File: config.mk
export PLATFORM = sky130hd
export DESIGN_NAME = light_sensor_event_detector_unit
export DESIGN_NICKNAME = d
export VERILOG_FILES = /design/src/hdl/lsed_pkg.sv /design/src/hdl/lsed_eval.sv /design/src/hdl/light_sensor_event_detector_unit.sv
export SDC_FILE = /design/constraint.sdc
export NUM_CORES = 1
export LEC_CHECK = 0
export BUFFER_PORTS_ARGS = -buffer_cell sky130_fd_sc_hd__buf_2
export CAP_MARGIN = 25
export CORE_ASPECT_RATIO = 0.9
export CORE_MARGIN = 4
export CORE_UTILIZATION = 40
export CTS_BUF_LIST = sky130_fd_sc_hd__clkbuf_8
export DETAILED_ROUTE_END_ITERATION = 12
export GPL_TIMING_DRIVEN = 0
export PLACE_DENSITY_LB_ADDON = 0.12
export SLEW_MARGIN = 20
export SYNTH_ARGS = -nofsm -noshare
export SYNTH_HDL_FRONTEND = slang
export SYNTH_HIERARCHICAL = 1
export SYNTH_SLANG_ARGS = --single-unit
File: constraint.sdc
create_clock -name i_clk -period 8.5 [get_ports i_clk]
set_input_delay 0 -clock i_clk [delete_from_list [all_inputs] [get_ports i_clk]]
set_output_delay 0 -clock i_clk [all_outputs]
set_load 0.01 [all_outputs]
File: src/hdl/lsed_pkg.sv
package lsed_pkg;

    // Debounce run length: a clean edge needs this many equal decisions in a row
    localparam int unsigned DEBOUNCE_BITS = 4;
    localparam int unsigned PAT_W         = DEBOUNCE_BITS + 1;

    // Low history bits for an off-to-on edge: a zero, then a run of ones
    localparam logic [PAT_W-1:0] ON_PAT  = {1'b0, {DEBOUNCE_BITS{1'b1}}};
    // Low history bits for an on-to-off edge: a run of ones, then a zero
    localparam logic [PAT_W-1:0] OFF_PAT = {{DEBOUNCE_BITS{1'b1}}, 1'b0};

    localparam int unsigned SAMPLE_W = 8;
    localparam int unsigned CFG_IDX_W = 3;
    localparam int unsigned CFG_DATA_W = 8;
    localparam int unsigned OUT_DATA_W = 8;

    // Configuration register indexes
    localparam logic [CFG_IDX_W-1:0] REG_TIMER_MODE  = 3'd0;
    localparam logic [CFG_IDX_W-1:0] REG_FIXED_EN    = 3'd1;
    localparam logic [CFG_IDX_W-1:0] REG_FIXED_LEVEL = 3'd2;
    localparam logic [CFG_IDX_W-1:0] REG_ENTER_MARG  = 3'd3;
    localparam logic [CFG_IDX_W-1:0] REG_HOLD_MARG   = 3'd4;
    localparam logic [CFG_IDX_W-1:0] REG_SHORT_TICKS = 3'd5;
    localparam logic [CFG_IDX_W-1:0] REG_LONG_TICKS  = 3'd6;
    localparam logic [CFG_IDX_W-1:0] REG_INVERT      = 3'd7;

    // Configuration reset values
    localparam logic [7:0] RST_FIXED_LEVEL = 8'd100;
    localparam logic [7:0] RST_ENTER_MARG  = 8'd30;
    localparam logic [7:0] RST_HOLD_MARG   = 8'd15;
    localparam logic [7:0] RST_SHORT_TICKS = 8'd10;
    localparam logic [7:0] RST_LONG_TICKS  = 8'd100;

    // Event codes, edge mode
    localparam logic [1:0] EV_NONE     = 2'd0;
    localparam logic [1:0] EV_RISE     = 2'd1;
    localparam logic [1:0] EV_FALL     = 2'd2;
    // Event codes, timer mode
    localparam logic [1:0] EV_SHORT_REL = 2'd1;
    localparam logic [1:0] EV_LONG_HIT  = 2'd2;
    localparam logic [1:0] EV_SHORT_HIT = 2'd3;

    localparam logic [7:0] COUNT_MAX = 8'hff;

    typedef struct packed {
        logic       timer_mode;
        logic       fixed_level_enable;
        logic [7:0] fixed_level;
        logic [7:0] enter_margin;
        logic [7:0] hold_margin;
        logic [7:0] short_ticks;
        logic [7:0] long_ticks;
        logic [1:0] invert_flags;
    } t_cfg;

    typedef struct packed {
        logic [1:0] event_res;
        logic       on_now;
    } t_result;

endpackage

File: src/hdl/lsed_eval.sv
module lsed_eval (
    input  lsed_pkg::t_cfg                   i_cfg,
    input  logic [lsed_pkg::SAMPLE_W-1:0]    i_sample,
    input  logic [7:0]                       i_baseline,
    input  logic [7:0]                       i_hoc,
    output logic [7:0]                       o_baseline,
    output logic [7:0]                       o_hoc,
    output lsed_pkg::t_result                o_res
);

    logic [7:0] s;
    logic [7:0] b_load;
    logic [7:0] base;
    logic [7:0] margin;
    logic       was_on;
    logic       decide;
    logic [7:0] hist;
    logic [7:0] cnt_inc;

    // Optional sample complement
    assign s = i_cfg.invert_flags[0] ? ~i_sample : i_sample;

    // Track baseline: load when empty, creep up by one, drop at once
    always_comb begin
        b_load = (i_baseline == 8'd0) ? s : i_baseline;
        if (s > b_load) begin
            o_baseline = b_load + 8'd1;
        end else if (s < b_load) begin
            o_baseline = s;
        end else begin
            o_baseline = b_load;
        end
    end

    // Hysteresis compare against the updated baseline or the fixed level
    assign base   = i_cfg.fixed_level_enable ? i_cfg.fixed_level : o_baseline;
    assign was_on = i_cfg.timer_mode ? (i_hoc != 8'd0) : i_hoc[0];
    assign margin = was_on ? i_cfg.hold_margin : i_cfg.enter_margin;
    assign decide = {1'b0, s} > ({1'b0, base} + {1'b0, margin});

    assign cnt_inc = (i_hoc == lsed_pkg::COUNT_MAX) ? lsed_pkg::COUNT_MAX : i_hoc + 8'd1;

    // Edge reporting or on-duration timing
    always_comb begin
        hist            = {i_hoc[6:0], decide ^ i_cfg.invert_flags[1]};
        o_res.event_res = lsed_pkg::EV_NONE;
        o_res.on_now    = 1'b0;
        o_hoc           = 8'd0;
        if (i_cfg.timer_mode) begin
            o_res.on_now = decide;
            if (decide) begin
                o_hoc = cnt_inc;
                if (cnt_inc == i_cfg.long_ticks) begin
                    o_res.event_res = lsed_pkg::EV_LONG_HIT;
                end else if (cnt_inc == i_cfg.short_ticks) begin
                    o_res.event_res = lsed_pkg::EV_SHORT_HIT;
                end
            end else begin
                if ((i_hoc <= i_cfg.long_ticks) && (i_hoc > i_cfg.short_ticks)) begin
                    o_res.event_res = lsed_pkg::EV_SHORT_REL;
                end
            end
        end else begin
            o_hoc        = hist;
            o_res.on_now = hist[0];
            if (hist[lsed_pkg::PAT_W-1:0] == lsed_pkg::ON_PAT) begin
                o_res.event_res = lsed_pkg::EV_RISE;
            end else if (hist[lsed_pkg::PAT_W-1:0] == lsed_pkg::OFF_PAT) begin
                o_res.event_res = lsed_pkg::EV_FALL;
            end
        end
    end

endmodule

File: src/hdl/light_sensor_event_detector_unit.sv
// Light sensor event detector. Takes one 8-bit sample per transfer on the
// slave stream and returns exactly one result per sample on the master
// stream: tdata[1:0] is the event code, tdata[2] the current on decision.
// A sample passes an input register and a result register. Its result is
// presented on the master stream when the sample moves on to the result
// register, which waits while an earlier result is untaken. A new sample is
// taken in every cycle as long as the result side keeps up. The baseline and
// the history/count register are updated as the sample leaves the input
// register, which keeps one sample per cycle. Write configuration through
// the i_cfg_* port only while no sample is in flight.
module light_sensor_event_detector_unit (
    input  logic                                i_clk,
    input  logic                                i_rst_n,
    // Configuration write port
    input  logic                                i_cfg_we,
    input  logic [lsed_pkg::CFG_IDX_W-1:0]      i_cfg_idx,
    input  logic [lsed_pkg::CFG_DATA_W-1:0]     i_cfg_data,
    // Sample stream
    input  logic                                i_s_tvalid,
    output logic                                o_s_tready,
    input  logic [lsed_pkg::SAMPLE_W-1:0]       i_s_tdata,   // [7:0] sample
    // Result stream
    output logic                                o_m_tvalid,
    input  logic                                i_m_tready,
    output logic [lsed_pkg::OUT_DATA_W-1:0]     o_m_tdata    // [1:0] event_res, [2] on_now
);

    lsed_pkg::t_cfg                 r_cfg;
    logic                           r_in_valid;
    logic [lsed_pkg::SAMPLE_W-1:0]  r_in_sample;
    logic                           r_out_valid;
    lsed_pkg::t_result              r_out;
    logic [7:0]                     r_baseline;
    logic [7:0]                     r_hoc;

    logic [7:0]                     n_baseline;
    logic [7:0]                     n_hoc;
    lsed_pkg::t_result              n_out;
    logic                           advance;
    logic                           in_xfer;

    // Move the held sample forward when the result register is free or its result is being taken
    assign advance    = r_in_valid && (!r_out_valid || i_m_tready);
    assign o_s_tready = !r_in_valid || advance;
    assign in_xfer    = i_s_tvalid && o_s_tready;

    assign o_m_tvalid = r_out_valid;
    assign o_m_tdata  = {{(lsed_pkg::OUT_DATA_W - 3){1'b0}}, r_out.on_now, r_out.event_res};

    // Configuration registers
    always_ff @(posedge i_clk) begin
        if (!i_rst_n) begin
            r_cfg.timer_mode         <= 1'b0;
            r_cfg.fixed_level_enable <= 1'b0;
            r_cfg.fixed_level        <= lsed_pkg::RST_FIXED_LEVEL;
            r_cfg.enter_margin       <= lsed_pkg::RST_ENTER_MARG;
            r_cfg.hold_margin        <= lsed_pkg::RST_HOLD_MARG;
            r_cfg.short_ticks        <= lsed_pkg::RST_SHORT_TICKS;
            r_cfg.long_ticks         <= lsed_pkg::RST_LONG_TICKS;
            r_cfg.invert_flags       <= 2'd0;
        end else if (i_cfg_we) begin
            case (i_cfg_idx)
                lsed_pkg::REG_TIMER_MODE:  r_cfg.timer_mode         <= i_cfg_data[0];
                lsed_pkg::REG_FIXED_EN:    r_cfg.fixed_level_enable <= i_cfg_data[0];
                lsed_pkg::REG_FIXED_LEVEL: r_cfg.fixed_level        <= i_cfg_data;
                lsed_pkg::REG_ENTER_MARG:  r_cfg.enter_margin       <= i_cfg_data;
                lsed_pkg::REG_HOLD_MARG:   r_cfg.hold_margin        <= i_cfg_data;
                lsed_pkg::REG_SHORT_TICKS: r_cfg.short_ticks        <= i_cfg_data;
                lsed_pkg::REG_LONG_TICKS:  r_cfg.long_ticks         <= i_cfg_data;
                lsed_pkg::REG_INVERT:      r_cfg.invert_flags       <= i_cfg_data[1:0];
                default: ;
            endcase
        end
    end

    // Evaluate the held sample
    lsed_eval u_eval (
        .i_cfg      (r_cfg),
        .i_sample   (r_in_sample),
        .i_baseline (r_baseline),
        .i_hoc      (r_hoc),
        .o_baseline (n_baseline),
        .o_hoc      (n_hoc),
        .o_res      (n_out)
    );

    // Control: valid flags and detector state
    always_ff @(posedge i_clk) begin
        if (!i_rst_n) begin
            r_in_valid  <= 1'b0;
            r_out_valid <= 1'b0;
            r_baseline  <= 8'd0;
            r_hoc       <= 8'd0;
        end else begin
            if (in_xfer) begin
                r_in_valid <= 1'b1;
            end else if (advance) begin
                r_in_valid <= 1'b0;
            end
            if (advance) begin
                r_out_valid <= 1'b1;
                r_baseline  <= n_baseline;
                r_hoc       <= n_hoc;
            end else if (i_m_tready) begin
                r_out_valid <= 1'b0;
            end
        end
    end

    // Payload: capture sample, hold result
    always_ff @(posedge i_clk) begin
        if (in_xfer) begin
            r_in_sample <= i_s_tdata;
        end
        if (advance) begin
            r_out <= n_out;
        end
    end

`ifndef SYNTH
    a_fill_result: assert property (@(posedge i_clk) disable iff (!i_rst_n)
        advance |=> r_out_valid)
        else $error("evaluated sample did not reach the result register");

    a_timer_clear: assert property (@(posedge i_clk) disable iff (!i_rst_n)
        advance && r_cfg.timer_mode && !n_out.on_now |=> r_hoc == 8'd0)
        else $error("on count not cleared on an off decision");

    a_long_is_on: assert property (@(posedge i_clk) disable iff (!i_rst_n)
        advance && r_cfg.timer_mode && (n_out.event_res == lsed_pkg::EV_LONG_HIT)
        |-> n_out.on_now)
        else $error("long limit reported while off");

    a_rise_is_on: assert property (@(posedge i_clk) disable iff (!i_rst_n)
        advance && !r_cfg.timer_mode && (n_out.event_res == lsed_pkg::EV_RISE)
        |=> r_out.on_now && r_hoc[0])
        else $error("rising edge reported without an on decision");
`endif

endmodule
== Word level (Yosys, flattened, before mapping) ==
Index checks and enable logic that the tools add are counted.
Word-level totals
  output and inout port bits: 10
  input bits: 24
  logic and storage cells: 78
  register bits after elaboration: 73
  latch bits: 0
  bits in read-only memories: 0
  RAM bits: 0
  memories: 0
Operators by class
  divide/modulo/power cells: 0
  reductions and logical operators: 20
  magnitude comparators: 5
  add/sub/neg operators: 3
  muxes and demuxes: 21
  shift-type cells: 0
  equality and inequality tests: 12
  multiply operators: 0
  bitwise logic cells: 2
Operators by type and width (number)
  two-way mux 8 bit: 9
  adder 8 x 1 -> 8 bit, second input constant: 2
  equality test 8 bit: 2
  greater-than comparator 8 bit: 2
  AND reduction 2 bit: 8
  equality test 3 bit, second input constant: 4
  two-way mux 2 bit: 5
  adder 8 x 8 -> 9 bit: 1
  greater-than comparator 8 x 9 -> 1 bit: 1
  equality test 8 bit, second input constant: 1
  less-or-equal comparator 8 bit: 1
  logical NOT 8 bit: 1
  < comparator 8 bit: 1
  inverter 8 bit: 1
  nonzero test 8 bit: 1
  equality test 3 x 2 -> 1 bit, second input constant: 2
  two-way mux 1 bit: 6
  equality test 5 x 4 -> 1 bit, second input constant: 1
  equality test 5 bit, second input constant: 1
  nonzero test 2 bit: 2
  equality test 3 x 1 -> 1 bit, second input constant: 1
  logical AND 1 bit: 3
  logical NOT 3 bit: 1
  two-way mux 3 bit: 1
  3 further kinds: 5

== Logic depth before layout (Yosys ltp) ==
  depth in word-level cells: 14
  depth in mapped cells: 30
  mapped depth without buffers: 28

== Cells and area by module ==
The synthesis kept the hierarchy.
By module, submodules not included
  light_sensor_event_detector_unit: instances 1, area an instance 2805.2 µm², seq. area each 1571.5 µm², cells each 258
  lsed_eval: instances 1, area an instance 2447.3 µm², seq. area each 0.0 µm², cells each 343

== Worst setup path after synthesis ==
OpenSTA, ideal clock, no wires.
  path type: reg2reg
  start point: register r_baseline[2]
  end point: register r_out (netlist bit o_m_tdata[1]), data pin
  buffers on the path: 0
  setup time: 269 ps
  data arrival time: 5881 ps
  stages on the path, launching flop included: 26
  data required time: 8231 ps
  slack: 2350 ps
  period minus slack after synthesis: 6150 ps
  cell sequence: dfxtp_1 > or4_4 > nor2_2 > a21oi_1 > ha_1 > and4_1 > o211ai_1 > a221oi_1 > and2_1 > o31ai_1 > a211o_1 > mux2_2 > ha_1 > a21o_1 > a21oi_1 > o21bai_1 > a21oi_1 > o21ai_0 > xnor2_1 > ha_1 > a2111oi_0 > nand2_1 > o211ai_1 > inv_1 > o211ai_1 > o31ai_1
RTL lines
  from (decl): RTL line light_sensor_event_detector_unit.sv:33  | logic [7:0] r_baseline;
  from (signal assigned): RTL line light_sensor_event_detector_unit.sv:102  | r_baseline <= n_baseline;
  to (signal assigned): RTL line light_sensor_event_detector_unit.sv:116  | r_out <= n_out;
  to (decl): RTL line light_sensor_event_detector_unit.sv:32  | lsed_pkg::t_result r_out;

== Worst setup path after layout ==
  start point: register r_baseline[2]
  end point: register r_hoc[2]
On the way
  longest elaborated chain between the ends: 10
  elaborated cells on any way between the ends: 12
  those cells by class: add/sub: 2; order compare: 3; mux: 6; reduce/logical: 1
Ends and longest elaborated chain
  logical NOT 8 bit: RTL line lsed_eval.sv:25  | b_load = (i_baseline == 8'd0) ? s : i_baseline;
  two-way mux 8 bit *: RTL line lsed_eval.sv:25
  < comparator 8 bit: RTL line lsed_eval.sv:28  | end else if (s < b_load) begin
  two-way mux 8 bit: RTL line lsed_eval.sv:28
  two-way mux 8 bit *: RTL line lsed_eval.sv:26  | if (s > b_load) begin
  net n_baseline[1]: RTL line light_sensor_event_detector_unit.sv:36  | logic [7:0] n_baseline;
  two-way mux 8 bit *: RTL line lsed_eval.sv:36  | assign base = i_cfg.fixed_level_enable ? i_cfg.fixed_level : o_baseline;
  adder 8 x 8 -> 9 bit *: RTL line lsed_eval.sv:39  | assign decide = {1'b0, s} > ({1'b0, base} + {1'b0, margin});
  greater-than comparator 8 x 9 -> 1 bit *: RTL line lsed_eval.sv:39
  two-way mux 8 bit *: RTL line lsed_eval.sv:51  | if (decide) begin
  two-way mux 8 bit *: RTL line lsed_eval.sv:49  | if (i_cfg.timer_mode) begin
  net n_hoc[2]: RTL line light_sensor_event_detector_unit.sv:37  | logic [7:0] n_hoc;
  to (signal assigned): RTL line light_sensor_event_detector_unit.sv:103  | r_hoc <= n_hoc;
  to (decl): RTL line light_sensor_event_detector_unit.sv:34  | logic [7:0] r_hoc;
The timed path passes the listed nets; every way through them passes the cells marked *.
A chain may end at the register's enable or synchronous reset.

==> run_results.csv <==
group,metric,value,unit
yosys,postSynthCellCount,601,
yosys,ys_types,75,
timing,period_share,88.9,%
setup_path,path_class,"reg2reg",
power_and_ir_drop,power_density,274,mW/mm²
drt,drt_iter0_drc,342,
global_routing,grt_max_degree,13,
drt,drt.antenna.violating_nets,0,
setup_path,cpPeakStageDelay,0.82,ns
die,num_io_pins,34,
die,dieArea,0.0150,mm²
cts,clock_sink_count,73,
drt,drt-pass1-iter-count,5,
cts,cts-root-buf,"clkbuf_8",
drt,wl,14200,µm
status,outcome,"complete, no violations",
setup_path,worst-endpoint-required,8.75,ns
timing,fin_hold_ws,0.0769,ns
timing,fin_skew,0.00590,ns
die,core,0.0128,mm²
timing,fmaxAchievable,132,MHz
setup_path,cp_num_buf_inv,1,
setup_path,cp.arrival,7.81,ns
die,rows,39,
timing,finalSetupViolations,0,
die,die_h,117,µm
cts,cts_buffer_depth,2,
drt,via_per_inst,5.57,
cts,cts_tree,"done",
yosys,ys_ff_latch,73,
cells_and_area,nets,722,
global_routing,grt_usage,19.8,%
yosys,synth_edf_count,11,
global_routing,grt_pass1_vias,4379,
run,cap_violations,0,
cts,h-tree-depth,3,
place,hpwl,11000,µm
setup_path,worst_path_max_delay_cell,"o211ai_1",
drt,wl_per_cell,17.1,µm
cells_and_area,fillers,1250,
timing,worstMarginPinSlew,1.03,ns
cells_and_area,multi_input_area,0.00332,mm²
setup_path,path_max_fanout,9,
yosys,synth_area_per_cell,8.74,µm²
timing,rsz0062_at_grt,"false",
power_and_ir_drop,leakage,0.00247,µW
cells_and_area,layout-drive-gt1-share,16.0,%
setup_path,crit_family,"compound AO/OA/AOI/OAI gates",
cts,clk_latency,0.36,ns
timing,tns,0,ns
cts,postCtsSetupRepairBufs,0,
global_routing,antenna_found_initial,0,
die,die_x,129,µm
yosys,ys_async_sr_fraction,0,%
setup_path,critPathCaptureType,"flip-flop",
timing,slew-limit-headroom,31.3,%
die,start_util,41.1,%
place,numPortBuffers,25,
timing,fin_crit,7.56,ns
cells_and_area,num_antenna_cells,0,
drt,drc,0,
cells_and_area,regArea,0.00157,mm²
setup_path,cp-start-kind,"flip-flop",
yosys,ys_seq_area_share,29.9,%
setup_path,crit_path_frequent_cell,"a21oi_1",
drt,via_count,4597,
cts,cts_buffers,9,
yosys,yosys_warnings,6,
place,gp_congestion,0.917,
timing,hold_viol,0,
yosys,ys.flop_type,"dfxtp_1",
yosys,netlist_area,0.00525,mm²
global_routing,grt_first_pass_wirelength,23000,µm
power_and_ir_drop,worst_ir_drop_vdd,0.170,mV
timing,drv_slew,0,
cells_and_area,syn2layout_area_growth,13.4,%
cts,clkTransAtPathRegs,0.08,ns
hold_path,min_path_type,"in2reg",
global_routing,grt_overflow,0,
==> worst min-delay path: stages <==
cell	delay, ns
buf_2	0.11
nand2_1	0.21
o21ai_2	0.07
==> placed cells by master (no fill, tap or decap), drive strengths merged, types with 3 or more instances in the layout <==
master	count
xor2	12
nand4b	3
dfxtp	62
nand4bb	3
o21a	8
o22ai	7
a2111oi	4
o32ai	4
mux2	15
clkbuf	23
and3	5
a21oi	31
o211ai	9
inv	39
or3	4
dlygate4sd3	16
a211oi	4
a21o	4
edfxtp	11
nor4	6
a31oi	4
nand4	6
o21ai	41
ha	40
nand2	86
o31ai	5
and4	4
mux2i	35
nor3	12
xnor2	17
buf	47
nor2	15
nand3	39
clkinv	3
conb	5
nor2b	4
==> registers in the layout, indices dropped and copies added (netlist names) <==
signal and flops:
o_m_tdata 3, r_in_sample 8, r_hoc 8, r_baseline 8, o_m_tvalid 1, r_cfg 44, r_in_valid 1
==> cell type report <==
cell class	count	share of cell area [%]
buffer	35	4.07
clock buffer	10	2.31
clock inverter	6	0.945
inverter	37	2.33
multi-input combinational	460	55.7
sequential	73	26.4
tap	164	3.44
timing repair buffer	41	4.79
==> cell usage after synthesis, types with 3 or more instances <==
library cell	count	share of area [%]
o31ai_1	4	0.57
and3_1	5	0.60
o21ai_2	5	0.83
inv_1	36	2.6
edfxtp_1	11	6.3
or3_1	4	0.48
a211oi_1	3	0.43
a31oi_1	4	0.48
o211ai_1	8	1.1
mux2i_1	35	6.7
mux2_2	14	3.0
a21oi_1	30	2.9
buf_2	8	0.76
nor4_1	6	0.71
a21o_1	4	0.57
dfxtp_1	62	24
o32ai_1	4	0.67
o21a_1	8	1.1
xor2_1	12	2.0
nor3_1	12	1.1
xnor2_1	17	2.8
o22ai_1	7	0.83
nand3_1	34	3.2
o21ai_0	30	2.9
buf_4	6	0.86
ha_1	40	9.5
and4_1	4	0.67
nand4_1	6	0.71
nor2_1	14	1.0
nor2b_1	3	0.36
a2111oi_0	4	0.67
buf_6	7	1.5
clkbuf_1	12	0.86
nand2_1	86	6.1
nand3_2	5	0.95
o21ai_1	6	0.57
==> per-stage QoR <==
| stage | utilization [%] | area (µm²) | worst slack [ns] | instances | total power, µW |
|---|---|---|---|---|---|
| 6_report | 46.6 | 5960 | 0.944 | 826 | 1630 |
| 5_1_grt | 46.6 | 5960 | 0.374 | 826 | 1780 |
| 4_1_cts | 46.6 | 5960 | 1.02 | 826 | 1640 |
| 3_5_place_dp | 43.8 | 5600 | 1.03 | 794 | 1350 |
| 3_3_place_gp | 43.8 | 5600 | 1.12 | 794 | 1330 |
| 2_1_floorplan | - | 5270 | 2.35 | 605 | 1120 |
==> power breakdown <==
part           total [µW]  switching (µW)  internal (µW)
registers             397            20.9            376
logic                 961             573            387
clock network         274             132            142
total                1630             726            905
==> repair_timing <==
item,in CTS,in global routing
endpoints found under the hold margin,30,0
gates resized for setup,0,0
hold buffers,16,0
==> logic make-up (layout without fill, tap and decap cells) <==
group                    count (synthesis)  count (layout)  synth area share (%)
other                                    1               5                0.0714
multiplexers                            50              50                  9.96
flip-flops                              73              73                  29.9
AO/OA/AOI/OAI                          138             138                  17.8
adder cells (fa/ha/maj)                 41              41                  9.91
AND/OR/NAND/NOR                        197             197                  20.2
buffers and inverters                   72             129                  7.27
XOR/XNOR                                29              29                  4.84
==> layer usage <==
layer	global-route usage [%]	up-vias	share of wire, %
met4	5.11	0	0.94
li1	-	2294	-
met2	30.2	141	42
met5	0	-	0
met3	4.44	9	7.4
met1	28.4	2153	49
==> worst paths after layout <==
| kind | start | endpoint | slack (ns) | cells past startpoint |
|---|---|---|---|---|
| worst max-delay path | r_baseline[2]$_SDFFE_PN0P_ | r_hoc[2]$_SDFFE_PN0P_ | 0.94 | 26 |
| worst min-delay path | i_cfg_data[7] | r_cfg[41]$_SDFFE_PN0P_ | 0.08 | 3 |
| worst max register to register | r_baseline[2]$_SDFFE_PN0P_ | r_hoc[2]$_SDFFE_PN0P_ | 0.94 | 26 |
| worst min register to register | r_cfg[37]$_SDFFE_PN0P_ | r_cfg[37]$_SDFFE_PN0P_ | 0.46 | 2 |
Note: power is estimated with default switching activity, not from simulation.
